File: config.mk
export PLATFORM = sky130hd
export DESIGN_NAME = interval_subtract_sweep_flat
export DESIGN_NICKNAME = d
export VERILOG_FILES = /design/src/sv/isw_pkg.sv /design/src/sv/isw_if.sv /design/src/sv/interval_subtract_sweep.sv /design/src/sv/isw_front.sv /design/src/sv/isw_queue.sv /design/src/sv/isw_back.sv /design/src/flat_wrapper.sv
export SDC_FILE = /design/constraint.sdc
export NUM_CORES = 1
export LEC_CHECK = 0
export BUFFER_PORTS_ARGS = -buffer_cell sky130_fd_sc_hd__buf_2
export CAP_MARGIN = 10
export CORE_MARGIN = 4
export CORE_UTILIZATION = 55
export DETAILED_ROUTE_END_ITERATION = 10
export PLACE_DENSITY_LB_ADDON = 0.25
export SLEW_MARGIN = 20
export SYNTH_ARGS = -nofsm -noshare
export SYNTH_HDL_FRONTEND = slang
export SYNTH_HIERARCHICAL = 1
export SYNTH_SLANG_ARGS = --single-unit
export TNS_END_PERCENT = 1
File: constraint.sdc
create_clock -name clk_i -period 29.2 [get_ports clk_i]
set_clock_uncertainty 0.2 [all_clocks]
set_input_delay 5.84 -clock clk_i [delete_from_list [all_inputs] [get_ports clk_i]]
set_output_delay 5.84 -clock clk_i [all_outputs]
set_load 0.03 [all_outputs]
File: src/sv/isw_pkg.sv
// Package of the interval subtraction sweep: widths, codes, queue entry and helpers.
package isw_pkg;

  localparam int unsigned COORD_BITS  = 32;
  localparam int unsigned INDEX_BITS  = 16;
  localparam int unsigned TAG_BITS    = 32;
  // Queue depth must stay a power of two: the pointers wrap by overflow.
  localparam int unsigned QUEUE_DEPTH = 2;
  localparam int unsigned QPTR_BITS   = $clog2(QUEUE_DEPTH);

  typedef logic [COORD_BITS-1:0] coord_t;
  typedef logic [INDEX_BITS-1:0] index_t;
  typedef logic [TAG_BITS-1:0]   tag_t;
  typedef logic [QPTR_BITS-1:0]  qptr_t;
  typedef logic [QPTR_BITS:0]    qcount_t;

  typedef enum logic {
    OP_QUERY   = 1'b0,
    OP_OVERLAP = 1'b1
  } opcode_e;

  // Work for the back end: an optional gap piece followed by an optional remainder.
  typedef struct packed {
    logic   gap_v;
    coord_t gap_lo;
    coord_t gap_hi;
    index_t gap_idx;
    logic   rem_v;
    coord_t rem_lo;
    coord_t rem_hi;
    index_t rem_idx;
    tag_t   tag;
  } work_t;

  function automatic index_t sat_inc(index_t v, logic en);
    index_t r;
    r = v;
    if (en && (v != '1)) begin
      r = v + index_t'(1);
    end
    return r;
  endfunction

endpackage

File: src/sv/isw_if.sv
// Stream interfaces of the sweep: query/overlap items in, uncovered pieces out.
interface isw_item_if;
  logic                valid;
  logic                ready;
  logic                opcode;
  isw_pkg::coord_t     iv_lo;
  isw_pkg::coord_t     iv_hi;
  isw_pkg::tag_t       query_tag;
  logic                is_final;

  modport source (output valid, output opcode, output iv_lo, output iv_hi,
                  output query_tag, output is_final, input ready);
  modport sink   (input valid, input opcode, input iv_lo, input iv_hi,
                  input query_tag, input is_final, output ready);
endinterface

interface isw_piece_if;
  logic                valid;
  logic                ready;
  isw_pkg::coord_t     piece_lo;
  isw_pkg::coord_t     piece_hi;
  isw_pkg::tag_t       piece_tag;
  isw_pkg::index_t     piece_index;
  logic                piece_closing;

  modport source (output valid, output piece_lo, output piece_hi, output piece_tag,
                  output piece_index, output piece_closing, input ready);
  modport sink   (input valid, input piece_lo, input piece_hi, input piece_tag,
                  input piece_index, input piece_closing, output ready);
endinterface

File: src/sv/interval_subtract_sweep.sv
// Top level of the interval subtraction sweep: front end, work queue and back end.
//
//   Channel   Dir  Beat contents
//   item_i    in   opcode, iv_lo, iv_hi, query_tag, is_final
//   piece_o   out  piece_lo, piece_hi, piece_tag, piece_index, piece_closing
//
// The front end takes one item beat per cycle whenever the two-entry work queue
// has room; all classification (gap clip, cursor advance, remainder) is done in
// that cycle. The back end emits one piece beat per cycle, while piece_o is
// ready, from its output register, so an item that yields both a gap and a
// remainder holds the back end for both beats while the queue takes new items.
// Reset clears the sweep state, the queue pointers and the output valid; no
// query is open afterwards. A stalled piece_o only stops the front once the
// queue has filled.
//
// The front end holds the cursor, the query end, the query tag, the saturating
// piece counter and the open flag. Each queued entry carries at most two pieces,
// already numbered, so the back end never looks at sweep state.
module interval_subtract_sweep (
  input  logic        clk_i,
  input  logic        rst_ni,
  isw_item_if.sink    item_i,
  isw_piece_if.source piece_o
);

  logic           q_push_v, q_push_rdy;
  isw_pkg::work_t q_push_data;
  logic           q_pop_v, q_pop_rdy;
  isw_pkg::work_t q_pop_data;

  isw_front u_front (
    .clk_i        (clk_i),
    .rst_ni       (rst_ni),
    .item_i       (item_i),
    .push_valid_o (q_push_v),
    .push_ready_i (q_push_rdy),
    .push_data_o  (q_push_data)
  );

  isw_queue u_queue (
    .clk_i        (clk_i),
    .rst_ni       (rst_ni),
    .push_valid_i (q_push_v),
    .push_ready_o (q_push_rdy),
    .push_data_i  (q_push_data),
    .pop_valid_o  (q_pop_v),
    .pop_ready_i  (q_pop_rdy),
    .pop_data_o   (q_pop_data)
  );

  isw_back u_back (
    .clk_i       (clk_i),
    .rst_ni      (rst_ni),
    .pop_valid_i (q_pop_v),
    .pop_ready_o (q_pop_rdy),
    .pop_data_i  (q_pop_data),
    .piece_o     (piece_o)
  );

  // Every emitted piece is non-empty.
  a_piece_nonempty: assert property (@(posedge clk_i) disable iff (!rst_ni)
    piece_o.valid |-> (piece_o.piece_lo < piece_o.piece_hi))
    else $error("empty piece emitted");

  // Only work that yields at least one piece is ever queued.
  a_queue_has_work: assert property (@(posedge clk_i) disable iff (!rst_ni)
    q_pop_v |-> (q_pop_data.gap_v || q_pop_data.rem_v))
    else $error("queued entry carries no piece");

  // A completed push leaves the queue non-empty in the next cycle.
  a_push_lands: assert property (@(posedge clk_i) disable iff (!rst_ni)
    (q_push_v && q_push_rdy) |=> q_pop_v)
    else $error("pushed work lost");

endmodule

File: src/sv/isw_front.sv
// Front end: accepts items, keeps the sweep state and classifies each item into work.
module isw_front (
  input  logic              clk_i,
  input  logic              rst_ni,
  isw_item_if.sink          item_i,
  output logic              push_valid_o,
  input  logic              push_ready_i,
  output isw_pkg::work_t    push_data_o
);

  isw_pkg::coord_t cursor_q, cursor_d;
  isw_pkg::coord_t limit_q, limit_d;
  isw_pkg::tag_t   ident_q, ident_d;
  isw_pkg::index_t count_q, count_d;
  logic            open_q, open_d;

  logic            accept;
  logic            handled;
  isw_pkg::coord_t gap_end;
  isw_pkg::coord_t new_cur;
  isw_pkg::work_t  work;

  assign item_i.ready = push_ready_i;
  assign accept       = item_i.valid && push_ready_i;

  always_comb begin
    cursor_d = cursor_q;
    limit_d  = limit_q;
    ident_d  = ident_q;
    count_d  = count_q;
    open_d   = open_q;
    work     = '0;
    handled  = 1'b0;
    gap_end  = (item_i.iv_lo < limit_q) ? item_i.iv_lo : limit_q;
    new_cur  = (item_i.iv_hi < limit_q) ? item_i.iv_hi : limit_q;

    if (item_i.opcode == isw_pkg::OP_QUERY) begin
      handled  = 1'b1;
      cursor_d = item_i.iv_lo;
      limit_d  = item_i.iv_hi;
      ident_d  = item_i.query_tag;
      count_d  = '0;
      open_d   = 1'b1;
    end else if (open_q) begin
      handled      = 1'b1;
      work.gap_v   = gap_end > cursor_q;
      work.gap_lo  = cursor_q;
      work.gap_hi  = gap_end;
      if (new_cur > cursor_q) begin
        cursor_d = new_cur;
      end
    end

    work.gap_idx = count_d;
    work.rem_idx = isw_pkg::sat_inc(count_d, work.gap_v);
    work.tag     = ident_d;
    work.rem_lo  = cursor_d;
    work.rem_hi  = limit_d;

    if (handled && item_i.is_final) begin
      work.rem_v = cursor_d < limit_d;
      cursor_d   = limit_d;
      open_d     = 1'b0;
    end

    count_d = isw_pkg::sat_inc(work.rem_idx, work.rem_v);
  end

  assign push_valid_o = accept && (work.gap_v || work.rem_v);
  assign push_data_o  = work;

  always_ff @(posedge clk_i or negedge rst_ni) begin
    if (!rst_ni) begin
      cursor_q <= '0;
      limit_q  <= '0;
      ident_q  <= '0;
      count_q  <= '0;
      open_q   <= 1'b0;
    end else if (accept) begin
      cursor_q <= cursor_d;
      limit_q  <= limit_d;
      ident_q  <= ident_d;
      count_q  <= count_d;
      open_q   <= open_d;
    end
  end

endmodule

File: src/sv/isw_queue.sv
// Short work queue between the front and back ends.
module isw_queue (
  input  logic              clk_i,
  input  logic              rst_ni,
  input  logic              push_valid_i,
  output logic              push_ready_o,
  input  isw_pkg::work_t    push_data_i,
  output logic              pop_valid_o,
  input  logic              pop_ready_i,
  output isw_pkg::work_t    pop_data_o
);

  isw_pkg::work_t   entry_q [isw_pkg::QUEUE_DEPTH];
  isw_pkg::qptr_t   wr_ptr_q, rd_ptr_q;
  isw_pkg::qcount_t count_q;
  logic             do_push, do_pop;

  assign push_ready_o = count_q != isw_pkg::qcount_t'(isw_pkg::QUEUE_DEPTH);
  assign pop_valid_o  = count_q != '0;
  assign pop_data_o   = entry_q[rd_ptr_q];
  assign do_push      = push_valid_i && push_ready_o;
  assign do_pop       = pop_valid_o && pop_ready_i;

  always_ff @(posedge clk_i) begin
    if (do_push) begin
      entry_q[wr_ptr_q] <= push_data_i;
    end
  end

  always_ff @(posedge clk_i or negedge rst_ni) begin
    if (!rst_ni) begin
      wr_ptr_q <= '0;
      rd_ptr_q <= '0;
      count_q  <= '0;
    end else begin
      if (do_push) begin
        wr_ptr_q <= wr_ptr_q + isw_pkg::qptr_t'(1);
      end
      if (do_pop) begin
        rd_ptr_q <= rd_ptr_q + isw_pkg::qptr_t'(1);
      end
      if (do_push && !do_pop) begin
        count_q <= count_q + isw_pkg::qcount_t'(1);
      end else if (do_pop && !do_push) begin
        count_q <= count_q - isw_pkg::qcount_t'(1);
      end
    end
  end

endmodule

File: src/sv/isw_back.sv
// Back end: turns queued work into one or two piece beats through an output register.
module isw_back (
  input  logic              clk_i,
  input  logic              rst_ni,
  input  logic              pop_valid_i,
  output logic              pop_ready_o,
  input  isw_pkg::work_t    pop_data_i,
  isw_piece_if.source       piece_o
);

  logic            out_v_q, out_v_d;
  isw_pkg::coord_t out_lo_q, out_lo_d;
  isw_pkg::coord_t out_hi_q, out_hi_d;
  isw_pkg::tag_t   out_tag_q, out_tag_d;
  isw_pkg::index_t out_idx_q, out_idx_d;
  logic            out_cl_q, out_cl_d;

  logic            pend_v_q, pend_v_d;
  isw_pkg::coord_t pend_lo_q, pend_lo_d;
  isw_pkg::coord_t pend_hi_q, pend_hi_d;
  isw_pkg::tag_t   pend_tag_q, pend_tag_d;
  isw_pkg::index_t pend_idx_q, pend_idx_d;

  logic            load;

  assign load        = !out_v_q || piece_o.ready;
  assign pop_ready_o = load && !pend_v_q;

  always_comb begin
    out_v_d    = out_v_q;
    out_lo_d   = out_lo_q;
    out_hi_d   = out_hi_q;
    out_tag_d  = out_tag_q;
    out_idx_d  = out_idx_q;
    out_cl_d   = out_cl_q;
    pend_v_d   = pend_v_q;
    pend_lo_d  = pend_lo_q;
    pend_hi_d  = pend_hi_q;
    pend_tag_d = pend_tag_q;
    pend_idx_d = pend_idx_q;
    if (load) begin
      out_v_d = 1'b0;
      if (pend_v_q) begin
        out_v_d   = 1'b1;
        out_lo_d  = pend_lo_q;
        out_hi_d  = pend_hi_q;
        out_tag_d = pend_tag_q;
        out_idx_d = pend_idx_q;
        out_cl_d  = 1'b1;
        pend_v_d  = 1'b0;
      end else if (pop_valid_i) begin
        out_v_d   = 1'b1;
        out_tag_d = pop_data_i.tag;
        if (pop_data_i.gap_v) begin
          out_lo_d   = pop_data_i.gap_lo;
          out_hi_d   = pop_data_i.gap_hi;
          out_idx_d  = pop_data_i.gap_idx;
          out_cl_d   = 1'b0;
          pend_v_d   = pop_data_i.rem_v;
          pend_lo_d  = pop_data_i.rem_lo;
          pend_hi_d  = pop_data_i.rem_hi;
          pend_tag_d = pop_data_i.tag;
          pend_idx_d = pop_data_i.rem_idx;
        end else begin
          out_lo_d  = pop_data_i.rem_lo;
          out_hi_d  = pop_data_i.rem_hi;
          out_idx_d = pop_data_i.rem_idx;
          out_cl_d  = 1'b1;
        end
      end
    end
  end

  always_ff @(posedge clk_i or negedge rst_ni) begin
    if (!rst_ni) begin
      out_v_q  <= 1'b0;
      pend_v_q <= 1'b0;
    end else begin
      out_v_q  <= out_v_d;
      pend_v_q <= pend_v_d;
    end
  end

  always_ff @(posedge clk_i) begin
    out_lo_q   <= out_lo_d;
    out_hi_q   <= out_hi_d;
    out_tag_q  <= out_tag_d;
    out_idx_q  <= out_idx_d;
    out_cl_q   <= out_cl_d;
    pend_lo_q  <= pend_lo_d;
    pend_hi_q  <= pend_hi_d;
    pend_tag_q <= pend_tag_d;
    pend_idx_q <= pend_idx_d;
  end

  assign piece_o.valid         = out_v_q;
  assign piece_o.piece_lo      = out_lo_q;
  assign piece_o.piece_hi      = out_hi_q;
  assign piece_o.piece_tag     = out_tag_q;
  assign piece_o.piece_index   = out_idx_q;
  assign piece_o.piece_closing = out_cl_q;

endmodule
File: src/flat_wrapper.sv
// flat-port wrapper written by rule: the top's interface ports become plain ports
module interval_subtract_sweep_flat 
  (clk_i, rst_ni, item_i_valid, item_i_opcode, item_i_iv_lo, item_i_iv_hi, item_i_query_tag, item_i_is_final, item_i_ready, piece_o_valid, piece_o_piece_lo, piece_o_piece_hi, piece_o_piece_tag, piece_o_piece_index, piece_o_piece_closing, piece_o_ready);
  isw_item_if item_i_i ();
  isw_piece_if piece_o_i ();
  input  logic clk_i;
  input  logic rst_ni;
  input wire logic [$bits(item_i_i.valid)-1:0] item_i_valid;
  input wire logic [$bits(item_i_i.opcode)-1:0] item_i_opcode;
  input wire logic [$bits(item_i_i.iv_lo)-1:0] item_i_iv_lo;
  input wire logic [$bits(item_i_i.iv_hi)-1:0] item_i_iv_hi;
  input wire logic [$bits(item_i_i.query_tag)-1:0] item_i_query_tag;
  input wire logic [$bits(item_i_i.is_final)-1:0] item_i_is_final;
  output wire logic [$bits(item_i_i.ready)-1:0] item_i_ready;
  output wire logic [$bits(piece_o_i.valid)-1:0] piece_o_valid;
  output wire logic [$bits(piece_o_i.piece_lo)-1:0] piece_o_piece_lo;
  output wire logic [$bits(piece_o_i.piece_hi)-1:0] piece_o_piece_hi;
  output wire logic [$bits(piece_o_i.piece_tag)-1:0] piece_o_piece_tag;
  output wire logic [$bits(piece_o_i.piece_index)-1:0] piece_o_piece_index;
  output wire logic [$bits(piece_o_i.piece_closing)-1:0] piece_o_piece_closing;
  input wire logic [$bits(piece_o_i.ready)-1:0] piece_o_ready;
  assign item_i_i.valid = item_i_valid;
  assign item_i_i.opcode = item_i_opcode;
  assign item_i_i.iv_lo = item_i_iv_lo;
  assign item_i_i.iv_hi = item_i_iv_hi;
  assign item_i_i.query_tag = item_i_query_tag;
  assign item_i_i.is_final = item_i_is_final;
  assign item_i_ready = item_i_i.ready;
  assign piece_o_valid = piece_o_i.valid;
  assign piece_o_piece_lo = piece_o_i.piece_lo;
  assign piece_o_piece_hi = piece_o_i.piece_hi;
  assign piece_o_piece_tag = piece_o_i.piece_tag;
  assign piece_o_piece_index = piece_o_i.piece_index;
  assign piece_o_piece_closing = piece_o_i.piece_closing;
  assign piece_o_i.ready = piece_o_ready;
  interval_subtract_sweep u_core (.clk_i(clk_i), .rst_ni(rst_ni), .item_i(item_i_i), .piece_o(piece_o_i));
endmodule
After elaboration in Yosys (flattened, before gate mapping)

Memory sizes are Yosys's and may differ from the RTL's.
Index checks and enable logic that the tools add are counted.

Logic and storage cells: 98
RAM bits: 388
Register bits: 344
Input bits: 102
Output and inout bits: 115
Memories kept: 1

Add/subtract/negate cells: 6
$lt $le $gt $ge: 5
Reductions and logical operators: 22
Bitwise logic cells: 1
Mux-type cells: 40
Equal/unequal tests: 4

Memory list:

| name                   | depth | bits a word | rd ports | clocked after memory_dff | write ports | line            | RTL |
|---|---|---|---|---|---|---|---|
| u_core.u_queue.entry_q | 2     | 194         | 1        | 0                        | 1           | isw_queue.sv:13 | `isw_pkg::work_t entry_q [isw_pkg::QUEUE_DEPTH];` |

Operator list:

| kind                                                  | count |
|---|---|
| two-way mux 32 bit                                    | 16 |
| two-way mux 65 bit                                    | 2 |
| < comparator 32 bit                                   | 3 |
| two-way mux 16 bit                                    | 6 |
| greater-than comparator 32 bit                        | 2 |
| adder 16 x 1 -> 16 bit, second input constant         | 2 |
| inequality test 16 bit, second input constant         | 2 |
| two-way mux 1 bit                                     | 14 |
| logical AND 1 bit                                     | 10 |
| nonzero test 2 bit                                    | 3 |
| logical NOT 1 bit                                     | 4 |
| two-way mux 2 bit                                     | 2 |
| AND reduction 2 bit                                   | 2 |
| AND reduction 4 bit                                   | 1 |
| adder 1 bit, second input constant                    | 2 |
| adder 2 x 1 -> 2 bit, second input constant           | 1 |
| logical OR 1 bit                                      | 2 |
| inequality test 2 x 1 -> 1 bit, second input constant | 1 |
| inequality test 2 bit, second input constant          | 1 |
| subtractor 2 x 1 -> 2 bit, second input constant      | 1 |
| inverter 1 bit                                        | 1 |

Longest topological paths before layout

Depth in word-level cells: 15
Mapped depth: 35
Mapped depth without buffers: 33

Modules after synthesis

Netlist, hierarchy kept.

Modules (own cells, without submodules):

| module    | area an instance (um2) | sequential area each (um2) | times used | cells each |
|---|---|---|---|---|
| isw_queue | 14,815.5               | 11,751.3                   | 1          | 622 |
| isw_front | 11,617.4               | 2,827.7                    | 1          | 1,298 |
| isw_back  | 9,037.4                | 6,806.5                    | 1          | 541 |

Worst setup path before layout

Ideal clock, no wire load.

Path type: input-to-reg
From: input item_i_iv_hi[15]
To: memory u_core/u_queue/entry_q[0][0] (netlist name), enable pin
Data required time: 28.249 ns
Cell stages on the path: 30
Path buffers: 2
Arrival: 20.198 ns
Library setup time: 0.751 ns
Slack: 8.051 ns
Path through: ha_1 and2_1 a221o_1 a22oi_1 o211ai_1 a21o_1 nor2_1 clkbuf_1 mux2_2 ha_1 nand4_1 or4_1 o21a_1 nor2b_1 a22oi_2 clkbuf_1 mux2i_1 o21ai_0 ha_1 a21o_1 a211oi_1 o21ai_0 a31o_2 a21oi_1 o221a_2 o31ai_1 inv_1 o21a_1 nand2_1 nor2_1

RTL lines:

| item        | line               | RTL |
|---|---|---|
| from (decl) | flat_wrapper.sv:11 | `input wire logic [$bits(item_i_i.iv_hi)-1:0] item_i_iv_hi;` |
| to (decl)   | isw_queue.sv:13    |  |

==> reports/qor.yml <==
critical_path:
  cp-end-kind: "register"
  cp.arrival_ns: 16.19
  cp.required_ns: 29.22
  crit_buf_inv: 6
  cp_slowest_cell: "buf_4"
  critPathMaxFanout: 70
  cpMostUsedCell: "buf_4"
  slowest_delay_ns: 0.83
  start_kind: "input port"
  critPathTopFamily: "compound AO/OA/AOI/OAI gates"
  critPathKind: "input port to register"
timing:
  grt_setup_unrepaired: "no"
  setup_tns_ns: 0
  hold_viol_final: 0
  timing.final.crit_share_pct: 55.4
  fmax_mhz: 61.8
  tightest_slew_ns: 1.08
  relSlewSlack_pct: 27.2
  finalSetupViolCount: 0
  drv_slew: 0
  min_period_ns: 16.17
synth:
  synth_edf_count: 613
  async_flop_share_pct: 16.3
  syn_inst: 2461
  synth_top_area_share_pct: 51.9
  ys.flop_type: "edfxtp_1"
  yosysSeqAreaShare_pct: 60.3
  yosys_warnings: 6
  ys_seq_elements: 732
  ys_top_cells_by_count: "edfxtp_1 (613), mux2_2 (252), nand2_1 (174)"
  synth_most_common_cell: "edfxtp_1"
  yosysTopAreaCell: "edfxtp_1"
  syn_nets: 2723
  synth.area.top_cells: "edfxtp_1 (52%), dfrtp_1 (8.4%), mux2_2 (8.0%)"
  ys_types: 80
  synth_area_per_cell_um2: 14.4
  synth_area_um2: 35500
layout:
  syn_to_final_growth_pct: 11.9
  nets: 2932
  fin_area_um2: 39700
  utilization_pct: 62.6
  drive_gt1_share_pct: 29.1
cts:
  clk_pin_slew_ns: 0.06
  cts_buffers: 77
  cts_setup_buffers: 0
  h-tree-depth: 3
  cts.sinks: 732
  cts.path.max_buffers: 3
  cts_tree: "done"
  clk_root_buffer_cell: "clkbuf_16"
  hold_buffers: 0
  cts_resized: 0
  clk_latency_ns: 0.61
global_route:
  grt_use_total_pct: 23.5
  grt_overflow: 0
  antenna_found_initial: 12
  grt_pass1_vias: 21905
  grt_max_degree: 138
  grt_pass1_wl_mm: 125
placement:
  port_buffers: 216
  hpwl_mm: 53.2
  dpl_cell_area_um2: 37200
  place_congestion: 0.886
drt:
  ant_nets: 0
  finalWirelength_mm: 80.4
  firstDrtPassIters: 5
  dr.first_iter.drc_count: 1406
  viasPerCell: 5.85
  drcViolationCount: 0
  vias: 20966
  wire_per_inst_um: 22.5
floorplanning:
  dieHeight_um: 262
  die_w_um: 262
  start_util_pct: 55.9
  core_area_um2: 63400
  rows: 92
  ios: 217
  dieArea_um2: 68600
outcome:
  status: "completed"
power_and_ir_drop:
  ir_drop_v: 0.0000799
  p_per_area_nw_per_um2: 110
  leakagePower_nw: 15.8
worst_hold_path:
  hold_path_class: "register to register"
flow_run:
  maxCapViolCount: 0
## worst paths after layout
path	start	end	slack, ns	cells past startpoint
min	u_core/u_queue/count_q[1]	u_core/u_queue/count_q[1]	0.29	1
max in group asynchronous	rst_ni	u_core/u_queue/rd_ptr_q	22.44	2
max	item_i_iv_hi[15]	u_core/u_queue/entry_q[1][108]	13.03	32
min in group asynchronous	rst_ni	u_core/u_front/limit_q[19]	5.08	1
min reg2reg	u_core/u_queue/count_q[1]	u_core/u_queue/count_q[1]	0.29	1
max reg2reg	u_core/u_front/limit_q[14]	u_core/u_queue/entry_q[1][108]	17.92	32
## worst register-to-register path: cells and delay by family (launching register included)
kind            cells  cell delay (ns)
simple gates        7             2.69
fa+ha+maj           3             0.94
flops               1             0.41
compound gates     14             3.08
mux                 2             0.54
buf+inv             6             2.86
## through the flow
step                      power, mW  setup slack [ns]  hold slack [ns]  std cells
after floorplan                3.00              8.05            0.256       2461
after global placement         3.37             12.68            0.276       3437
after detailed placement       3.43             12.48            0.281       3437
after CTS                      4.40             13.13            0.291       3576
after global routing           4.62             12.40            0.313       3580
final                          4.37             13.03            0.294       3581
## layout make-up
class / instances / area (um^2)
diodes: 5 / 12.5
clock buffers: 113 / 2140
clock inverters: 26 / 360
fillers: 4803 / 23800
inverters: 109 / 409
multi-input cells: 1508 / 13000
flip-flops and latches: 732 / 21400
well taps: 846 / 1060
repair buffers: 242 / 1300
## state kept, by name, summed over array words and instances (netlist names)
signal                               cells
u_core/u_front/ident_q                  32
u_core/u_back/piece_o.piece_hi          32
u_core/u_front/open_q                    1
u_core/u_back/pend_idx_q                16
u_core/u_back/piece_o.piece_closing      1
u_core/u_back/piece_o.piece_lo          32
u_core/u_front/cursor_q                 32
u_core/u_queue/count_q                   2
u_core/u_back/pend_lo_q                 32
u_core/u_queue/wr_ptr_q                  1
u_core/u_back/piece_o.valid              1
u_core/u_back/piece_o.piece_tag         32
u_core/u_back/pend_hi_q                 32
u_core/u_queue/entry_q                 388
u_core/u_queue/rd_ptr_q                  1
u_core/u_back/piece_o.piece_index       16
u_core/u_back/pend_v_q                   1
u_core/u_back/pend_tag_q                32
u_core/u_front/count_q                  16
u_core/u_front/limit_q                  32
## cells by family after synthesis
kind of cell,after synthesis,share of synthesized area [%]
AO/OA/AOI/OAI,357,5.96
XOR/XNOR,32,0.854
adder cells (fa/ha/maj),160,5.64
buffers and inverters,221,3.25
flip-flops,732,60.3
multiplexers,533,18.1
AND/OR/NAND/NOR,426,5.90
## per-layer routing
| metal | GRT usage, % | share of wire [%] | up-vias |
|---|---|---|---|
| met2 | 39.8 | 49 | 657 |
| met1 | 31.1 | 43 | 10467 |
| met5 | 0 | 0.14 | - |
| li1 | - | - | 9663 |
| met4 | 7.60 | 2.7 | 14 |
| met3 | 4.07 | 6.1 | 165 |
## cells in the final DEF (no fill, tap or decap), types with 9 or more instances in the layout
master	n
edfxtp_1	613
mux2_2	251
buf_2	214
nand2_1	172
ha_1	160
mux2_4	151
dfrtp_1	117
mux2i_1	116
inv_1	108
o21ai_1	94
o21ai_0	90
nor2_1	84
clkbuf_16	77
a21oi_1	55
nand4_1	40
a21o_1	40
nor2b_1	36
o22ai_1	32
clkbuf_1	28
buf_4	26
xnor2_1	21
nand3_1	16
mux2_1	15
and2_1	11
o211ai_1	9
## power by group
group | switching [mW] | internal, mW
sequential | 0.122 | 1.54
clock | 0.396 | 0.566
combinational | 1.07 | 0.680
(Power assumes the default switching activity.)
